## config.mk

```make
export PLATFORM = sky130hd
export DESIGN_NAME = hpc_queue
export DESIGN_NICKNAME = d
export VERILOG_FILES = /design/src/rtl/hashed_position_cache_top_assert.svh /design/src/rtl/hpc_queue.sv
export SDC_FILE = /design/constraint.sdc
export NUM_CORES = 1
export LEC_CHECK = 0
export ABC_AREA = 1
export ABC_CLOCK_PERIOD_IN_PS = 1800
export BUFFER_PORTS_ARGS = -buffer_cell sky130_fd_sc_hd__buf_2
export CORE_MARGIN = 5
export CORE_UTILIZATION = 40
export DETAILED_ROUTE_END_ITERATION = 8
export PLACE_DENSITY_LB_ADDON = 0.15
export SLEW_MARGIN = 5
export SYNTH_ARGS = -nofsm -noshare
export SYNTH_HDL_FRONTEND = slang
export SYNTH_SLANG_ARGS = --single-unit
```

## constraint.sdc

```tcl
create_clock -name i_clk -period 1.8 [get_ports i_clk]
set_clock_uncertainty 0.05 [all_clocks]
set_input_delay 0.09 -clock i_clk [delete_from_list [all_inputs] [get_ports i_clk]]
set_output_delay 0.09 -clock i_clk [all_outputs]
set_load 0.01 [all_outputs]
```

## src/rtl/hashed_position_cache_top_assert.svh

```systemverilog
// Assertion macros shared by the hashed position cache modules.
// Included by files that check their own logic; no other dependencies.
`ifndef HASHED_POSITION_CACHE_TOP_ASSERT_SVH
`define HASHED_POSITION_CACHE_TOP_ASSERT_SVH

// Consequence must hold in the same cycle as the condition.
`define HPC_ASSERT_NOW(label, clk, rst_n, cond, cons, msg) \
    label: assert property (@(posedge clk) disable iff (!rst_n) (cond) |-> (cons)) \
        else $error(msg);

// Consequence must hold in the cycle after the condition.
`define HPC_ASSERT_NEXT(label, clk, rst_n, cond, cons, msg) \
    label: assert property (@(posedge clk) disable iff (!rst_n) (cond) |=> (cons)) \
        else $error(msg);

`endif

```

## src/rtl/hpc_queue.sv

```systemverilog
// Two-entry queue between the front end and the table engine.
// Depends on nothing.
module hpc_queue #(
    parameter int WIDTH = 8
) (
    input  logic             i_clk,
    input  logic             i_rst_n,
    input  logic             i_valid,
    output logic             o_ready,
    input  logic [WIDTH-1:0] i_data,
    output logic             o_valid,
    input  logic             i_ready,
    output logic [WIDTH-1:0] o_data
);
    logic [WIDTH-1:0] r_q [2];
    logic             r_wr;
    logic             r_rd;
    logic [1:0]       r_count;
    logic             w_push;
    logic             w_pop;

    assign o_ready = (r_count != 2'd2);
    assign o_valid = (r_count != 2'd0);
    assign o_data  = r_q[r_rd];
    assign w_push  = i_valid && o_ready;
    assign w_pop   = o_valid && i_ready;

    always_ff @(posedge i_clk) begin
        if (w_push) begin
            r_q[r_wr] <= i_data;
        end
        if (!i_rst_n) begin
            r_wr    <= 1'b0;
            r_rd    <= 1'b0;
            r_count <= 2'd0;
        end else begin
            if (w_push) begin
                r_wr <= ~r_wr;
            end
            if (w_pop) begin
                r_rd <= ~r_rd;
            end
            case ({w_push, w_pop})
                2'b10:   r_count <= r_count + 2'd1;
                2'b01:   r_count <= r_count - 2'd1;
                default: r_count <= r_count;
            endcase
        end
    end

endmodule

```

======== Yosys cells after proc, flatten, opt, wreduce, memory -nomap -nowiden ========
Memories as Yosys holds them, arrays and structs flattened. A register that Yosys moved wholly into a read port is not among the register bits.
Index checks and enable logic that the tools add are counted.
storage, ports and cells
  register bits ........................... 4
  bits in writable memories ............... 16
  input bits .............................. 12
  output and inout bits ................... 10
  word-level logic and storage cells ...... 20
  memories kept ........................... 1
cells by class
  $add $sub $neg .......................... 2
  equality and inequality tests ........... 3
  muxes and demuxes ....................... 5
  bitwise gates (word level) .............. 2
  reduce and logical (&&, ||, !) cells .... 4
memory list
  name  words  width  rd ports  clocked after memory_dff  wr ports  line             RTL
  r_q   2      8      1         1                         1         hpc_queue.sv:15  logic [WIDTH-1:0] r_q [2];
operator list
  operator               number
  $mux W1                4
  $pmux W2 S2            1
  $reduce_bool A2 Y1     2
  $add A2 B1 Y2 const B  1
  $eq A2 B1 Y1 const B   1
  $eq A2 B2 Y1 const B   1
  $logic_and A1 B1 Y1    2
  $ne A2 B2 Y1 const B   1
  $not A1 Y1             2
  $sub A2 B1 Y2 const B  1

======== Logic depth before layout (Yosys ltp) ========
  depth after elaboration ................. 4
  mapped depth ............................ 9
  depth with buffers taken out ............ 9

======== Least setup slack after synthesis ========
OpenSTA, ideal clock, no wires.
  path type ............................... register -> register
  from .................................... reg r_count[0]
  to ...................................... mem r_q[1][0] (enable)
  setup time .............................. 0.370 ns
  arrival time ............................ 0.971 ns
  setup slack ............................. 0.409 ns
  stages on the path, launching flop included .. 5
  clock period less this slack ............ 1.391 ns
  cell sequence ........................... dfxtp_1 -> inv_2 -> nand2_4 -> nand2_4 -> nor2_1
on the way
  word-level cells in the longest chain between the ends .. 4
ends and longest elaborated chain
  item                           line             RTL
  start, declared                hpc_queue.sv:18  logic [1:0] r_count;
  start signal, assigned         hpc_queue.sv:44  2'b10: r_count <= r_count + 2'd1;
  start signal, assigned         hpc_queue.sv:45  2'b01: r_count <= r_count - 2'd1;
  start signal, assigned         hpc_queue.sv:46  default: r_count <= r_count;
  $ne A2 B2 Y1                   hpc_queue.sv:22  assign o_ready = (r_count != 2'd2);
  named net o_ready              hpc_queue.sv:9   output logic o_ready,
  $logic_and A1 B1 Y1            hpc_queue.sv:25  assign w_push = i_valid && o_ready;
  $mux W1                        hpc_queue.sv:29  if (w_push) begin
  $mux W1 (implied by the code)  hpc_queue.sv:30  r_q[r_wr] <= i_data;
  end, declared                  hpc_queue.sv:15
The timed path passes the listed nets, and every way through them passes these cells.

==> impl_table.tex <==
\begin{tabular}{lr}
\hline
Metric & Value \\
\hline
\multicolumn{2}{l}{\textbf{Setup path}} \\
\quad Required @ worst endpoint & 1660 ps \\
\quad Max stage delay on crit path & about 570 ps \\
\quad Crit path arrival time & 1390 ps \\
\quad Buffers \& Inverters on Critical Path & 1 \\
\quad Crit-path cells & mux2\_1 -> buf\_2 \\
\quad Type of element launching the critical path & register \\
\quad Maximum fanout encountered on the critical timing path & 8 \\
\quad Worst setup path class & register to primary output \\
\quad Kind of capture point of the worst setup path & primary output \\
\quad Library cell contributing the largest single delay on the critical path & dfxtp\_1 \\
\quad CP top delay family & flip-flops \\
\multicolumn{2}{l}{\textbf{Yosys}} \\
\quad Number of unique standard cell types used by synthesis & 17 \\
\quad Predominant post-synthesis flop cell & edfxtp\_1 \\
\quad Post-synthesis net count & 74 \\
\quad Number of synthesized flops with an enable pin & 16 \\
\quad Share of synthesized registers carrying an async set or reset & 0\% \\
\quad FF+latch count, synth & 21 \\
\quad Syn Inst Count & 61 \\
\quad Post-synthesis instance area & between 800 and 900 sq um \\
\quad Yosys Warn Count & 0 \\
\quad Average cell area after synthesis & 13.6 sq um \\
\quad Sequential element share of the synthesized area & between 60\% and 70\% \\
\multicolumn{2}{l}{\textbf{Placement}} \\
\quad Post-placement worst setup slack & about 360 ps \\
\quad Total cell area at the placement stage & slightly below 1000 sq um \\
\quad Port buffer count & 21 \\
\quad Sum of net half-perimeters after detailed placement & about 1000 um \\
\quad Final weighted congestion in routability-driven placement & approximately 0.62 \\
\multicolumn{2}{l}{\textbf{Timing}} \\
\quad Minimum hold slack & 29.5 ps \\
\quad Unrepaired setup endpoints after global routing & no \\
\quad Slew at the pin with the worst max-slew slack & 385 ps \\
\quad Final worst-path setup slack & approximately 270 ps \\
\quad Final max-slew violation count & 0 \\
\quad Fin. Hold Viols & 0 \\
\quad Count of final setup violators & 0 \\
\quad Ratio of final minimum period to clock period & 84.9\% \\
\quad Relative slew margins & 74.3\% \\
\quad Post-Route Setup TNS & 0 ps \\
\quad FMAX & 654 MHz \\
\quad Final critical-path required period & 1530 ps \\
\multicolumn{2}{l}{\textbf{Power}} \\
\quad Share of total power in sequential cells & 54.6\% \\
\quad P\_leak & between 0.4 and 0.5 nW \\
\quad Net switching fraction of the power & 30.4\% \\
\quad Worst vdd rail ir drop & 0.000537 V \\
\quad Combinational cell fraction of total power & between 20\% and 30\% \\
\quad Sw Pwr & 0.359 mW \\
\quad Total chip power & 1.18 mW \\
\quad Clk pwr share & 18.5\% \\
\quad Cell area power density & approximately 1100 nW/um\^{}2 \\
\quad Internal portion of total power & 0.823 mW \\
\multicolumn{2}{l}{\textbf{Layout}} \\
\quad Number of antenna repair diodes & 0 \\
\quad Area Growth Syn to Fin & 32.0\% \\
\quad Final Instance Area & $\sim$1100 sq um \\
\quad Fraction of final layout cells with drive strength greater than 1 & 35.4\% \\
\quad Number of nets in the layout & 110 \\
\multicolumn{2}{l}{\textbf{Global route}} \\
\quad Number of global-route vias before repair & 564 \\
\quad Initial antenna violation count & 0 \\
\quad Wire length of the first global-routing pass & 2450 um \\
\quad Overall Global Routing Usage & 10.2\% \\
\quad GR Overflow Total & 0 \\
\quad Pin count of the biggest net entering global routing & 13 \\
\multicolumn{2}{l}{\textbf{Clocking}} \\
\quad Clock-pin slew of the registers on the worst-case setup and hold paths & 110 ps \\
\quad Deepest clock path buffer count & 2 \\
\quad Number of clock sinks & 21 \\
\quad Count of hold-fix buffers inserted at cts & 9 \\
\quad Clock root buffer master & clkbuf\_4 \\
\quad Number of setup buffers added after CTS & 0 \\
\quad CTS H-tree depth & 1 \\
\quad Clock insertion delay at the later pin of the skew report & approximately 300 ps \\
\quad TritonCTS clock tree & built \\
\quad TritonCTS Buffers & 3 \\
\quad CTS-repair resized insts & 0 \\
\multicolumn{2}{l}{\textbf{Detailed routing}} \\
\quad DR vias/cell & 4.51 \\
\quad Number of remaining DRC errors & 0 \\
\quad Wire length per cell after detailed routing & 11.7 um \\
\quad First-pass detailed-route iteration total & 2 \\
\quad Total routed wirelength & around 1400 um \\
\quad First DRT Iteration DRCs & 14 \\
\quad Number of nets still failing antenna checks after routing & 0 \\
\quad Via count of the routed design & 555 \\
\multicolumn{2}{l}{\textbf{Floorplanning}} \\
\quad Core region area & 1980 sq um \\
\quad I/O pins & 22 \\
\quad Die span in y & 55.6 um \\
\quad Die area & 3090 sq um \\
\quad Row cnt & 16 \\
\quad Starting density of the core & 42.0\% \\
\quad Die Wd & about 56 um \\
\multicolumn{2}{l}{\textbf{Flow run}} \\
\quad Max\_cap viols & 0 \\
\multicolumn{2}{l}{\textbf{Hold path}} \\
\quad Min-delay worst type & input port to register \\
\multicolumn{2}{l}{\textbf{Status}} \\
\quad Outcome & completed \\
\hline
\end{tabular}
## placed cells by master (no fill, tap or decap), drive strengths merged
cell          n
nand3         1
o21a          1
ha            1
nand2         8
inv           5
dfxtp         5
nand4         1
clkbuf        3
edfxtp       16
buf          23
mux2          8
a21oi         2
nor2         10
o21ai         2
clkinv        1
dlygate4sd3   9
## logic make-up (layout without fill, tap and decap cells)
group	count (synthesis)	after routing	share of synthesized area, %
flops	21	21	69.8
simple gates	20	20	11.3
mux	8	8	10.8
buf+inv	6	41	2.86
compound gates	5	5	3.76
fa+ha+maj	1	1	1.50
## state kept, by name, indices dropped and copies added (netlist names), named ones only
register / cells
r_q: 16
r_count: 2
r_rd: 1
r_wr: 1
## power groups by stage
stage | combinational (mW) | clock (mW) | sequential [mW]
after floorplan | 0.213 | 0 | 0.633
after global placement | 0.297 | 0 | 0.653
after detailed placement | 0.307 | 0 | 0.658
after CTS | 0.323 | 0.229 | 0.646
after global routing | 0.355 | 0.250 | 0.656
final | 0.318 | 0.219 | 0.645
## cell type report
type,instances,area [sq um]
timing repair buffer,32,210
sequential,21,581
multi-input combinational,34,228
tap,27,33.8
clock inverter,1,5.00
clock buffer,3,22.5
fill,168,883
inverter,5,18.8
## per-stage QoR
| stage | std cells | utilization [%] |
|---|---|---|
| final | 123 | 55.4 |
| after floorplan | 61 | - |
| after CTS | 123 | 55.4 |
| after global placement | 110 | 49.5 |
| after detailed placement | 110 | 49.5 |
| after global routing | 123 | 55.4 |
## tightest hold or removal path, stage by stage
cell and delay, ps:
buf_2 110, a21oi_1 60, nor2_1 80
## synthesized netlist by cell type, drive strengths merged (2+ instances only)
master | count | area [sq um]
inv | 5 | 18.8
a21oi | 2 | 10.0
nor2 | 10 | 37.5
mux2 | 8 | 90.1
dfxtp | 5 | 100
nand2 | 8 | 45.0
o21ai | 2 | 13.8
edfxtp | 16 | 480
## per-layer routing
layer  routed length (um)  vias up  global-route usage [%]
met3                   78        2                    2.78
met1                  633      257                    11.9
li1                     -      281                       -
met5                    0        -                       0
met2                  722       15                    17.4
met4                   11        0                    4.17
## path summary, 6_finish.rpt
check | startpoint | endpoint | slack, ps | cells past startpoint
setup / recovery | register | o_data[1] | 270 | 2
setup reg to reg | r_count[0] | r_count[1] | 300 | 9
hold / removal | i_valid | r_wr | 30 | 3
hold reg to reg | r_rd | register | 460 | 2
Note: power is estimated with default switching activity, not from simulation.
