`config.mk`:
```
export PLATFORM = sky130hd
export DESIGN_NAME = hpc_front_flat
export DESIGN_NICKNAME = d
export VERILOG_FILES = /design/src/rtl/hpc_pkg.sv /design/src/rtl/hpc_if.sv /design/src/rtl/hpc_front.sv /design/src/flat_wrapper.sv
export VERILOG_INCLUDE_DIRS = /design/src /design/src/rtl
export SDC_FILE = /design/constraint.sdc
export NUM_CORES = 1
export LEC_CHECK = 0
export BUFFER_PORTS_ARGS = -buffer_cell sky130_fd_sc_hd__clkbuf_2
export CAP_MARGIN = 10
export CORE_MARGIN = 2
export CORE_UTILIZATION = 45
export CTS_CLUSTER_SIZE = 12
export DETAILED_ROUTE_END_ITERATION = 7
export PLACE_DENSITY = 0.69
export SYNTH_ARGS = -nofsm -noshare
export SYNTH_HDL_FRONTEND = slang
export SYNTH_SLANG_ARGS = --single-unit
export TNS_END_PERCENT = 100
```
`constraint.sdc`:
```
create_clock -name i_clk -period 14 [get_ports i_clk]
set_input_delay 1.4 -clock i_clk [delete_from_list [all_inputs] [get_ports i_clk]]
set_output_delay 1.4 -clock i_clk [all_outputs]
set_load 0.02 [all_outputs]
```
`src/rtl/hashed_position_cache_top_assert.svh`:
```
// Assertion macros shared by the hashed position cache modules.
// Included by files that check their own logic; no other dependencies.
`ifndef HASHED_POSITION_CACHE_TOP_ASSERT_SVH
`define HASHED_POSITION_CACHE_TOP_ASSERT_SVH

// Consequence must hold in the same cycle as the condition.
`define HPC_ASSERT_NOW(label, clk, rst_n, cond, cons, msg) \
    label: assert property (@(posedge clk) disable iff (!rst_n) (cond) |-> (cons)) \
        else $error(msg);

// Consequence must hold in the cycle after the condition.
`define HPC_ASSERT_NEXT(label, clk, rst_n, cond, cons, msg) \
    label: assert property (@(posedge clk) disable iff (!rst_n) (cond) |=> (cons)) \
        else $error(msg);

`endif

```
`src/rtl/hpc_pkg.sv`:
```
// Shared constants, codes and width helpers of the hashed position cache.
// No dependencies.
package hpc_pkg;

    localparam int DEF_TABLE_DEPTH = 65536;
    localparam int DEF_MOVE_BITS   = 16;

    localparam int               CFG_W     = 17;
    localparam logic [CFG_W-1:0] CFG_RESET = 17'h10000;

    localparam logic [1:0] MODE_RECORD = 2'd0;
    localparam logic [1:0] MODE_PROBE  = 2'd1;
    localparam logic [1:0] MODE_CLEAR  = 2'd2;

    localparam logic [1:0] FLAG_MASK = 2'h3;

    // remainder unit: key bits consumed per cycle and remainder steps per key
    localparam int DIV_STEP   = 4;
    localparam int DIV_CYCLES = 64 / DIV_STEP;

    typedef enum logic [1:0] {
        KIND_RECORD,
        KIND_PROBE,
        KIND_CLEAR,
        KIND_NONE
    } t_kind;

    function automatic int idx_bits(input int depth);
        return (depth > 1) ? $clog2(depth) : 1;
    endfunction

    // kind, index, key, score, depth, flag, move
    function automatic int cmd_bits(input int iw, input int mb);
        return 2 + iw + 64 + 32 + 8 + 2 + mb;
    endfunction

endpackage

```
`src/rtl/hpc_if.sv`:
```
// Valid/ready channel interfaces of the hashed position cache.
// Depends on nothing; payload widths are fixed by the item format.
interface hpc_cmd_if;
    logic               valid;
    logic               ready;
    logic [1:0]         mode;
    logic [63:0]        key;
    logic signed [31:0] score;
    logic [7:0]         depth;
    logic [1:0]         bound_flag;
    logic [15:0]        move_in;
    modport source (output valid, mode, key, score, depth, bound_flag, move_in,
                    input ready);
    modport sink (input valid, mode, key, score, depth, bound_flag, move_in,
                  output ready);
endinterface


```
`src/rtl/hpc_front.sv`:
```
// Front end: accepts items, classifies them and reduces the key modulo the
// entries in use with an iterative remainder unit. Uses hpc_pkg, hpc_cmd_if.
module hpc_front #(
    parameter int TABLE_DEPTH = hpc_pkg::DEF_TABLE_DEPTH,
    parameter int MOVE_BITS   = hpc_pkg::DEF_MOVE_BITS,
    localparam int IW    = hpc_pkg::idx_bits(TABLE_DEPTH),
    localparam int CMD_W = hpc_pkg::cmd_bits(IW, MOVE_BITS)
) (
    input  logic                     i_clk,
    input  logic                     i_rst_n,
    hpc_cmd_if.sink                  i_cmd,
    input  logic [hpc_pkg::CFG_W-1:0] i_entries,
    input  logic                     i_sweeping,
    output logic                     o_q_valid,
    input  logic                     i_q_ready,
    output logic [CMD_W-1:0]         o_q_data
);
    import hpc_pkg::*;

    localparam int NW = $clog2(TABLE_DEPTH + 1);
    localparam int CW = $clog2(DIV_CYCLES);

    typedef enum logic [1:0] {F_IDLE, F_DIV, F_PUSH} t_fstate;

    typedef struct packed {
        t_kind                 kind;
        logic [IW-1:0]         idx;
        logic [63:0]           key;
        logic [31:0]           score;
        logic [7:0]            depth;
        logic [1:0]            flag;
        logic [MOVE_BITS-1:0]  move;
    } t_cmd;

    t_fstate         r_state;
    t_kind           r_kind;
    logic [63:0]     r_key;
    logic [63:0]     r_sh;
    logic [31:0]     r_score;
    logic [7:0]      r_depth;
    logic [1:0]      r_flag;
    logic [MOVE_BITS-1:0] r_move;
    logic [NW-1:0]   r_n;
    logic [NW-1:0]   r_rem;
    logic [CW-1:0]   r_cnt;

    logic [NW-1:0]   n_rem;
    logic [NW-1:0]   w_n_eff;
    t_kind           w_kind;
    logic            w_accept;
    t_cmd            w_cmd;

    assign w_accept    = i_cmd.valid && i_cmd.ready;
    assign i_cmd.ready = (r_state == F_IDLE) && !i_sweeping;

    always_comb begin
        if (32'(i_entries) > 32'(TABLE_DEPTH)) begin
            w_n_eff = NW'(TABLE_DEPTH);
        end else begin
            w_n_eff = NW'(i_entries);
        end
    end

    always_comb begin
        case (i_cmd.mode)
            MODE_RECORD: w_kind = KIND_RECORD;
            MODE_PROBE:  w_kind = KIND_PROBE;
            MODE_CLEAR:  w_kind = KIND_CLEAR;
            default:     w_kind = KIND_NONE;
        endcase
        // a disabled table turns record and probe into a no-op
        if (w_n_eff == '0 && (w_kind == KIND_RECORD || w_kind == KIND_PROBE)) begin
            w_kind = KIND_NONE;
        end
    end

    // restoring remainder, DIV_STEP key bits per cycle, MSB first
    always_comb begin
        logic [NW:0]   u;
        logic [NW-1:0] t;
        t = r_rem;
        for (int j = 0; j < DIV_STEP; j++) begin
            u = {t, r_sh[63-j]};
            if (u >= {1'b0, r_n}) begin
                u = u - {1'b0, r_n};
            end
            t = u[NW-1:0];
        end
        n_rem = t;
    end

    always_ff @(posedge i_clk) begin
        if (!i_rst_n) begin
            r_state <= F_IDLE;
            r_kind  <= KIND_NONE;
            r_cnt   <= '0;
        end else begin
            case (r_state)
                F_IDLE: begin
                    if (w_accept) begin
                        r_kind  <= w_kind;
                        r_key   <= i_cmd.key;
                        r_sh    <= i_cmd.key;
                        r_score <= i_cmd.score;
                        r_depth <= i_cmd.depth;
                        r_flag  <= i_cmd.bound_flag & FLAG_MASK;
                        r_move  <= MOVE_BITS'(i_cmd.move_in);
                        r_n     <= w_n_eff;
                        r_rem   <= '0;
                        r_cnt   <= '0;
                        if (w_kind == KIND_RECORD || w_kind == KIND_PROBE) begin
                            r_state <= F_DIV;
                        end else begin
                            r_state <= F_PUSH;
                        end
                    end
                end
                F_DIV: begin
                    r_rem <= n_rem;
                    r_sh  <= r_sh << DIV_STEP;
                    r_cnt <= r_cnt + 1'b1;
                    if (r_cnt == CW'(DIV_CYCLES - 1)) begin
                        r_state <= F_PUSH;
                    end
                end
                F_PUSH: begin
                    if (i_q_ready) begin
                        r_state <= F_IDLE;
                    end
                end
                default: r_state <= F_IDLE;
            endcase
        end
    end

    always_comb begin
        w_cmd.kind  = r_kind;
        w_cmd.idx   = (r_kind == KIND_RECORD || r_kind == KIND_PROBE) ? r_rem[IW-1:0] : '0;
        w_cmd.key   = r_key;
        w_cmd.score = r_score;
        w_cmd.depth = r_depth;
        w_cmd.flag  = r_flag;
        w_cmd.move  = r_move;
    end

    assign o_q_valid = (r_state == F_PUSH);
    assign o_q_data  = w_cmd;

`include "hashed_position_cache_top_assert.svh"

    `HPC_ASSERT_NOW(a_index_in_range, i_clk, i_rst_n,
        r_state == F_PUSH && (r_kind == KIND_RECORD || r_kind == KIND_PROBE),
        r_rem < r_n, "index not below entries in use")
    `HPC_ASSERT_NOW(a_no_accept_in_sweep, i_clk, i_rst_n, i_sweeping,
        r_state != F_IDLE || !w_accept, "item accepted during table sweep")
    `HPC_ASSERT_NEXT(a_push_holds, i_clk, i_rst_n, o_q_valid && !i_q_ready,
        o_q_valid, "queue beat dropped while stalled")

endmodule

```
`src/flat_wrapper.sv`:
```
// flat-port wrapper written by rule: the top's interface ports become plain ports
module hpc_front_flat import hpc_pkg::*;
#(
    parameter int TABLE_DEPTH = hpc_pkg::DEF_TABLE_DEPTH,
    parameter int MOVE_BITS   = hpc_pkg::DEF_MOVE_BITS,
    localparam int IW    = hpc_pkg::idx_bits(TABLE_DEPTH),
    localparam int CMD_W = hpc_pkg::cmd_bits(IW, MOVE_BITS)
)
  (i_clk, i_rst_n, i_entries, i_sweeping, o_q_valid, i_q_ready, o_q_data, i_cmd_valid, i_cmd_mode, i_cmd_key, i_cmd_score, i_cmd_depth, i_cmd_bound_flag, i_cmd_move_in, i_cmd_ready);
  hpc_cmd_if i_cmd_i ();
  input  logic i_clk;
  input  logic i_rst_n;
  input  logic [hpc_pkg::CFG_W-1:0] i_entries;
  input  logic i_sweeping;
  output logic o_q_valid;
  input  logic i_q_ready;
  output logic [CMD_W-1:0] o_q_data;
  input wire logic [$bits(i_cmd_i.valid)-1:0] i_cmd_valid;
  input wire logic [$bits(i_cmd_i.mode)-1:0] i_cmd_mode;
  input wire logic [$bits(i_cmd_i.key)-1:0] i_cmd_key;
  input wire logic [$bits(i_cmd_i.score)-1:0] i_cmd_score;
  input wire logic [$bits(i_cmd_i.depth)-1:0] i_cmd_depth;
  input wire logic [$bits(i_cmd_i.bound_flag)-1:0] i_cmd_bound_flag;
  input wire logic [$bits(i_cmd_i.move_in)-1:0] i_cmd_move_in;
  output wire logic [$bits(i_cmd_i.ready)-1:0] i_cmd_ready;
  assign i_cmd_i.valid = i_cmd_valid;
  assign i_cmd_i.mode = i_cmd_mode;
  assign i_cmd_i.key = i_cmd_key;
  assign i_cmd_i.score = i_cmd_score;
  assign i_cmd_i.depth = i_cmd_depth;
  assign i_cmd_i.bound_flag = i_cmd_bound_flag;
  assign i_cmd_i.move_in = i_cmd_move_in;
  assign i_cmd_ready = i_cmd_i.ready;
  hpc_front #(.TABLE_DEPTH(TABLE_DEPTH), .MOVE_BITS(MOVE_BITS)) u_core (.i_clk(i_clk), .i_rst_n(i_rst_n), .i_cmd(i_cmd_i), .i_entries(i_entries), .i_sweeping(i_sweeping), .o_q_valid(o_q_valid), .i_q_ready(i_q_ready), .o_q_data(o_q_data));
endmodule
```
## Yosys cells after proc, flatten, opt, wreduce, memory -nomap -nowiden

Cells that the tools add are included.

| word-level totals | value |
|---|---|
| bits in registers | 228 |
| input bits | 146 |
| output and inout bits | 142 |
| logic and storage cells | 70 |

| operators by class | value |
|---|---|
| add/sub/neg operators | 5 |
| magnitude comparators | 5 |
| equality and inequality tests | 11 |
| mux-type cells | 19 |
| reduce and logical (&&, ||, !) cells | 19 |

Operator list:

| kind | count |
|---|---|
| $pmux 64 s2 | 1 |
| $mux 17 | 6 |
| $ge 18x17->1 | 4 |
| $sub 17x17->17 | 4 |
| $mux 64 | 1 |
| $pmux 17 s2 | 1 |
| $gt 17x17->1 const B | 1 |
| $logic_not 17->1 | 1 |
| $mux 16 | 1 |
| $pmux 2 s3 | 2 |
| $eq 2x1->1 const B | 5 |
| $logic_not 2->1 | 5 |
| $mux 2 | 5 |
| $reduce_and 3->1 | 3 |
| $pmux 4 s2 | 1 |
| $ne 2x1->1 const B | 3 |
| $add 4x1->4 const B | 1 |
| $eq 2x2->1 const B | 2 |
| $eq 4x4->1 const B | 1 |
| $mux 4 | 1 |
| $reduce_and 2->1 | 2 |
| $logic_and 1x1->1 | 3 |
| $logic_or 1x1->1 | 3 |
| $reduce_bool 2->1 | 1 |
| $logic_not 1->1 | 1 |

## Logic depth before layout (Yosys ltp)

| logic depth | value |
|---|---|
| depth in word-level cells | 11 |
| gate-level depth with buffers | 46 |
| gate-level depth less buffers | 41 |

## Worst setup path after synthesis

No wires, ideal clock.

| timing | value |
|---|---|
| path kind | register to register |
| from | register u_core.r_n[1] |
| to | register u_core.r_rem[10] (data pin) |
| setup time | 266 ps |
| arrival | 9575 ps |
| data required time | 13734 ps |
| path slack | 4159 ps |
| cell stages (with the launch flop) | 44 |
| buffers on the path | 7 |
| period minus slack after synthesis | 9841 ps |
| cell sequence | edfxtp_1 -> inv_1 -> fa_1 -> a211oi_1 -> o21bai_1 -> a211oi_1 -> o21a_1 -> buf_2 -> clkbuf_1 -> o21ai_0 -> ha_1 -> nor2_1 -> a21oi_1 -> a211o_1 -> a211o_1 -> a221o_1 -> nor2_1 -> clkbuf_1 -> (+8 left out) -> o221ai_2 -> clkbuf_1 -> nor2_1 -> a221o_1 -> ha_1 -> clkbuf_1 -> nand3_1 -> nor2_1 -> or3b_2 -> a31o_2 -> a21oi_1 -> o32a_1 -> a31oi_1 -> o211ai_2 -> buf_6 -> buf_8 -> mux2i_1 -> nor2_1 |

| between the ends | value |
|---|---|
| cells in the longest elaborated chain, start to end | 9 |
| elaborated cells on any way between the ends | 13 |
| classes of those cells | add/sub: 4; order compare: 4; mux: 5 |

RTL lines:

| item | line | RTL |
|---|---|---|
| start: declaration | hpc_front.sv:43 | `logic [NW-1:0] r_n;` |
| start signal: assignment | hpc_front.sv:108 | `r_n <= w_n_eff;` |
| $sub 17x17->17 or $ge 18x17->1 (tied branches) | hpc_front.sv:85, hpc_front.sv:84 |  |
| $mux 17 | hpc_front.sv:84 | `if (u >= {1'b0, r_n}) begin` |
| $sub 17x17->17 or $ge 18x17->1 (tied branches) | hpc_front.sv:85, hpc_front.sv:84 |  |
| $mux 17 | hpc_front.sv:84 |  |
| $sub 17x17->17 or $ge 18x17->1 (tied branches) | hpc_front.sv:85, hpc_front.sv:84 |  |
| $mux 17 | hpc_front.sv:84 |  |
| $sub 17x17->17 or $ge 18x17->1 (tied branches) | hpc_front.sv:85, hpc_front.sv:84 |  |
| $mux 17 * | hpc_front.sv:84 |  |
| $pmux 17 s2 * | hpc_front.sv:98 | `case (r_state)` |
| end signal: assignment | hpc_front.sv:119 | `r_rem <= n_rem;` |
| end: declaration | hpc_front.sv:44 | `logic [NW-1:0] r_rem;` |

Every way passes the cells marked *; elsewhere a longest branch is shown, timed or not.
A chain may end at the register's enable or synchronous reset.

## Worst setup path after layout

| timing | value |
|---|---|
| from | register u_core.r_n[1] |
| to | register u_core.r_rem[1] (data pin) |

| between the ends | value |
|---|---|
| cells in the longest elaborated chain, start to end | 9 |
| elaborated cells on any way between the ends | 13 |
| classes of those cells | add/sub: 4; order compare: 4; mux: 5 |

RTL lines:

| item | line |
|---|---|
| $sub 17x17->17 or $ge 18x17->1 (tied branches) | hpc_front.sv:85, hpc_front.sv:84 |
| $mux 17 | hpc_front.sv:84 |
| $sub 17x17->17 or $ge 18x17->1 (tied branches) | hpc_front.sv:85, hpc_front.sv:84 |
| $mux 17 | hpc_front.sv:84 |
| $ge 18x17->1 or $sub 17x17->17 (tied branches) | hpc_front.sv:84, hpc_front.sv:85 |
| $mux 17 | hpc_front.sv:84 |
| $sub 17x17->17 or $ge 18x17->1 (tied branches) | hpc_front.sv:85, hpc_front.sv:84 |
| $mux 17 * | hpc_front.sv:84 |
| $pmux 17 s2 * | hpc_front.sv:98 |

Marked as above.

==> metrics.cfg <==
[die]
start_util_pct = 45.7
die_y_um = 169
io_pins = 288
fp.dieW_um = 169
core_um2 = 26800
rows = 60
die_area_um2 = 28500

[setup_path]
crit_buf_inv = 6
cpMaxStageDelayCell = a21boi_2
cp.required_ns = 14.22
max_stage_delay_ns = 0.69
cp-end-kind = flip-flop
worstPathMaxFanout = 22
path_class = reg -> reg
crit_path_start_kind = flip-flop
crit_arrival_ns = 11.28
crit_family = compound AO/OA/AOI/OAI gates

[run]
drv_cap = 0

[pwr]
p_comb_share_pct = 47.0
switching_share_pct = 36.3
power_density_nw_per_um2 = 178
clock_power_share_pct = 22.6
pwr-share-seq_pct = 30.4
leakagePower_uw = 0.00629
peakVddDrop_v = 0.000112
internal-power_uw = 1670
p_switching_uw = 953

[yosys]
synth_cell_types = 69
async_reset_ff_share_pct = 0
netlist_top_cells_area = edfxtp_1 54%, nand2_1 7.2%, ha_1 7.1%
synth.top_cell.area_share_pct = 53.9
synth_enable_flop_cells = 220
netlist_instances = 1118
mappedNetlistNets = 1337
yosys_warnings = 0
synth.avg_cell_area_um2 = 11.0
yosysSeqAreaShare_pct = 55.3
synth-seq-cells = 228
yosys.area.top_type = edfxtp_1
synth-main-ff-cell = edfxtp_1
syn_area_um2 = 12200

[timing]
max_slew_margin_pct = 25.3
period_share_pct = 79.0
slew_viol_final = 0
max_slew.worst_pin.slew_ns = 1.12
hold_violations = 0
grt_setup_unrepaired = no
whs_ns = 0.468
fmax_ghz = 0.0904
setup_tns_ns = 0
setup_viol = 0
finClkSkew_ns = 0.00693
min_period_ns = 11.06

[routing]
drt-vias-per-instance = 5.40
ant_nets = 0
drcViolationCount = 0
dr.pass1.iters = 5
drtIter0Drc = 679
wl_mm = 33.8
wl_per_cell_um = 19.2
via_count = 9513

[finish]
fillCellCount = 2396
area_growth_pct = 20.4
register_area_um2 = 6770
nets = 1621
drive_gt1_share_pct = 24.9
multiInputGateArea_um2 = 5170
diodes = 0
final_util_pct = 55.0
layout.cells.non_filler = 1761

[global_routing]
grt_max_degree = 86
grt.overflow.total = 0
grt_usage_pct = 23.2
grt_pass1_wl_mm = 51.1
grt_pass1_vias = 9376
antenna_found_initial = 1

[placed_design]
place.gp.congestion = 0.883
portBuffers = 287
hpwl_mm = 26.4
dp.cells = 1717

[clock_network]
h-tree-depth = 1
cts_buffer_depth = 3
cts_made_buffers = 24
ctsResizeCount = 0
cts_sinks = 228
postCtsHoldBufs = 0
cts_root_buffer = clkbuf_16
cts_tree = done
clkTransAtPathRegs_ns = 0.06
postCtsSetupBuffers = 0
worstSkewPairLatency_ns = 0.50

[status]
status = complete, no violations

[worst_hold_path]
min_path_type = reg -> reg

[worst paths after layout]
| path | slack [ns] | cells past startpoint | to | startpoint |
|---|---|---|---|---|
| setup / recovery | 2.94 | 39 | u_core.r_rem[1] | u_core.r_n[1] |
| hold / removal | 0.47 | 1 | u_core.r_cnt[3] | u_core.r_cnt[3] |
| setup reg to reg | 2.94 | 39 | u_core.r_rem[1] | u_core.r_n[1] |
| hold reg to reg | 0.47 | 1 | u_core.r_cnt[3] | u_core.r_cnt[3] |
[per-stage QoR]
step / total power (uW) / area (um^2) / setup WS [ns]
2_1_floorplan: 1800 / 12200 / 4.16
3_3_place_gp: 2020 / 14000 / 3.13
3_5_place_dp: 2030 / 14000 / 2.94
4_1_cts: 2620 / 14700 / 2.89
5_1_grt: 2780 / 14700 / 1.96
6_report: 2630 / 14700 / 2.94
[layout make-up]
class | count | area share [%]
inverter | 43 | 1.09
tap | 341 | 2.89
sequential | 228 | 45.9
clock buffer | 41 | 4.85
timing repair buffer | 294 | 10.1
clock inverter | 3 | 0.119
multi-input combinational | 811 | 35.1
[logic make-up (layout without fill, tap and decap cells)]
kind of cell             count (synthesis)  after routing  synth area share, %
XOR/XNOR                                48             48                 3.43
AND/OR/NAND/NOR                        449            449                 16.6
adder cells (fa/ha/maj)                 73             73                 7.70
AO/OA/AOI/OAI                          217            217                 12.4
multiplexers                            24             24                 2.02
flip-flops                             228            228                 55.3
buffers and inverters                   79            381                 2.68
[Yosys cell counts (5+ instances only)]
cell	n
nand4_1	10
nor2_1	72
a21oi_1	49
edfxtp_1	220
and3_1	6
inv_1	43
a21o_1	16
dfxtp_1	8
xnor2_1	33
mux2_2	6
mux2i_1	18
clkbuf_1	29
nand2_1	234
nor4_1	5
a211o_1	5
o21bai_1	6
o31a_1	5
a221o_1	14
nor3_1	21
nor2b_1	48
a31oi_1	5
nand2b_1	10
o21ai_0	49
nand3_1	14
ha_1	69
xor2_1	15
o21a_1	16
and2_1	11
a211oi_1	7
[routing by layer]
metal | part of all wire (%) | up-vias | wire (um) | GRT usage, %
li1 | - | 4620 | - | -
met1 | 39 | 4513 | 13100 | 28.4
met2 | 51 | 327 | 17400 | 42.1
met3 | 7.1 | 51 | 2380 | 4.26
met4 | 2.5 | 2 | 858 | 6.33
met5 | 0.039 | - | 13 | 0
[power by group through the flow]
stage	logic [uW]	clock network, uW	registers (uW)
CTS	1220	600	800
finish	1230	593	799
detailed placement	1220	0	814
floorplan	975	0	823
global route	1360	623	802
global placement	1200	0	813
[registers in the layout, indices dropped and copies added, names as in the netlist]
signal and cells:
u_core.r_key 64, u_core.r_sh 64, u_core.r_n 17, u_core.r_rem 17
u_core.r_kind 2, u_core.r_flag 2, u_core.r_move 16, u_core.r_state 2
u_core.r_score 32, u_core.r_depth 8, u_core.r_cnt 4
[placed cells by master (no fill, tap or decap), types with 15 or more instances in the layout]
cell type	instances
clkbuf_2	287
nand2_1	234
edfxtp_1	220
nor2_1	72
ha_1	69
a21oi_1	49
o21ai_0	49
nor2b_1	47
inv_1	43
xnor2_1	33
clkbuf_16	25
nor3_1	21
mux2i_1	18
o21a_1	16
a21o_1	16
xor2_1	15
Power figures use the tool's default switching activity.
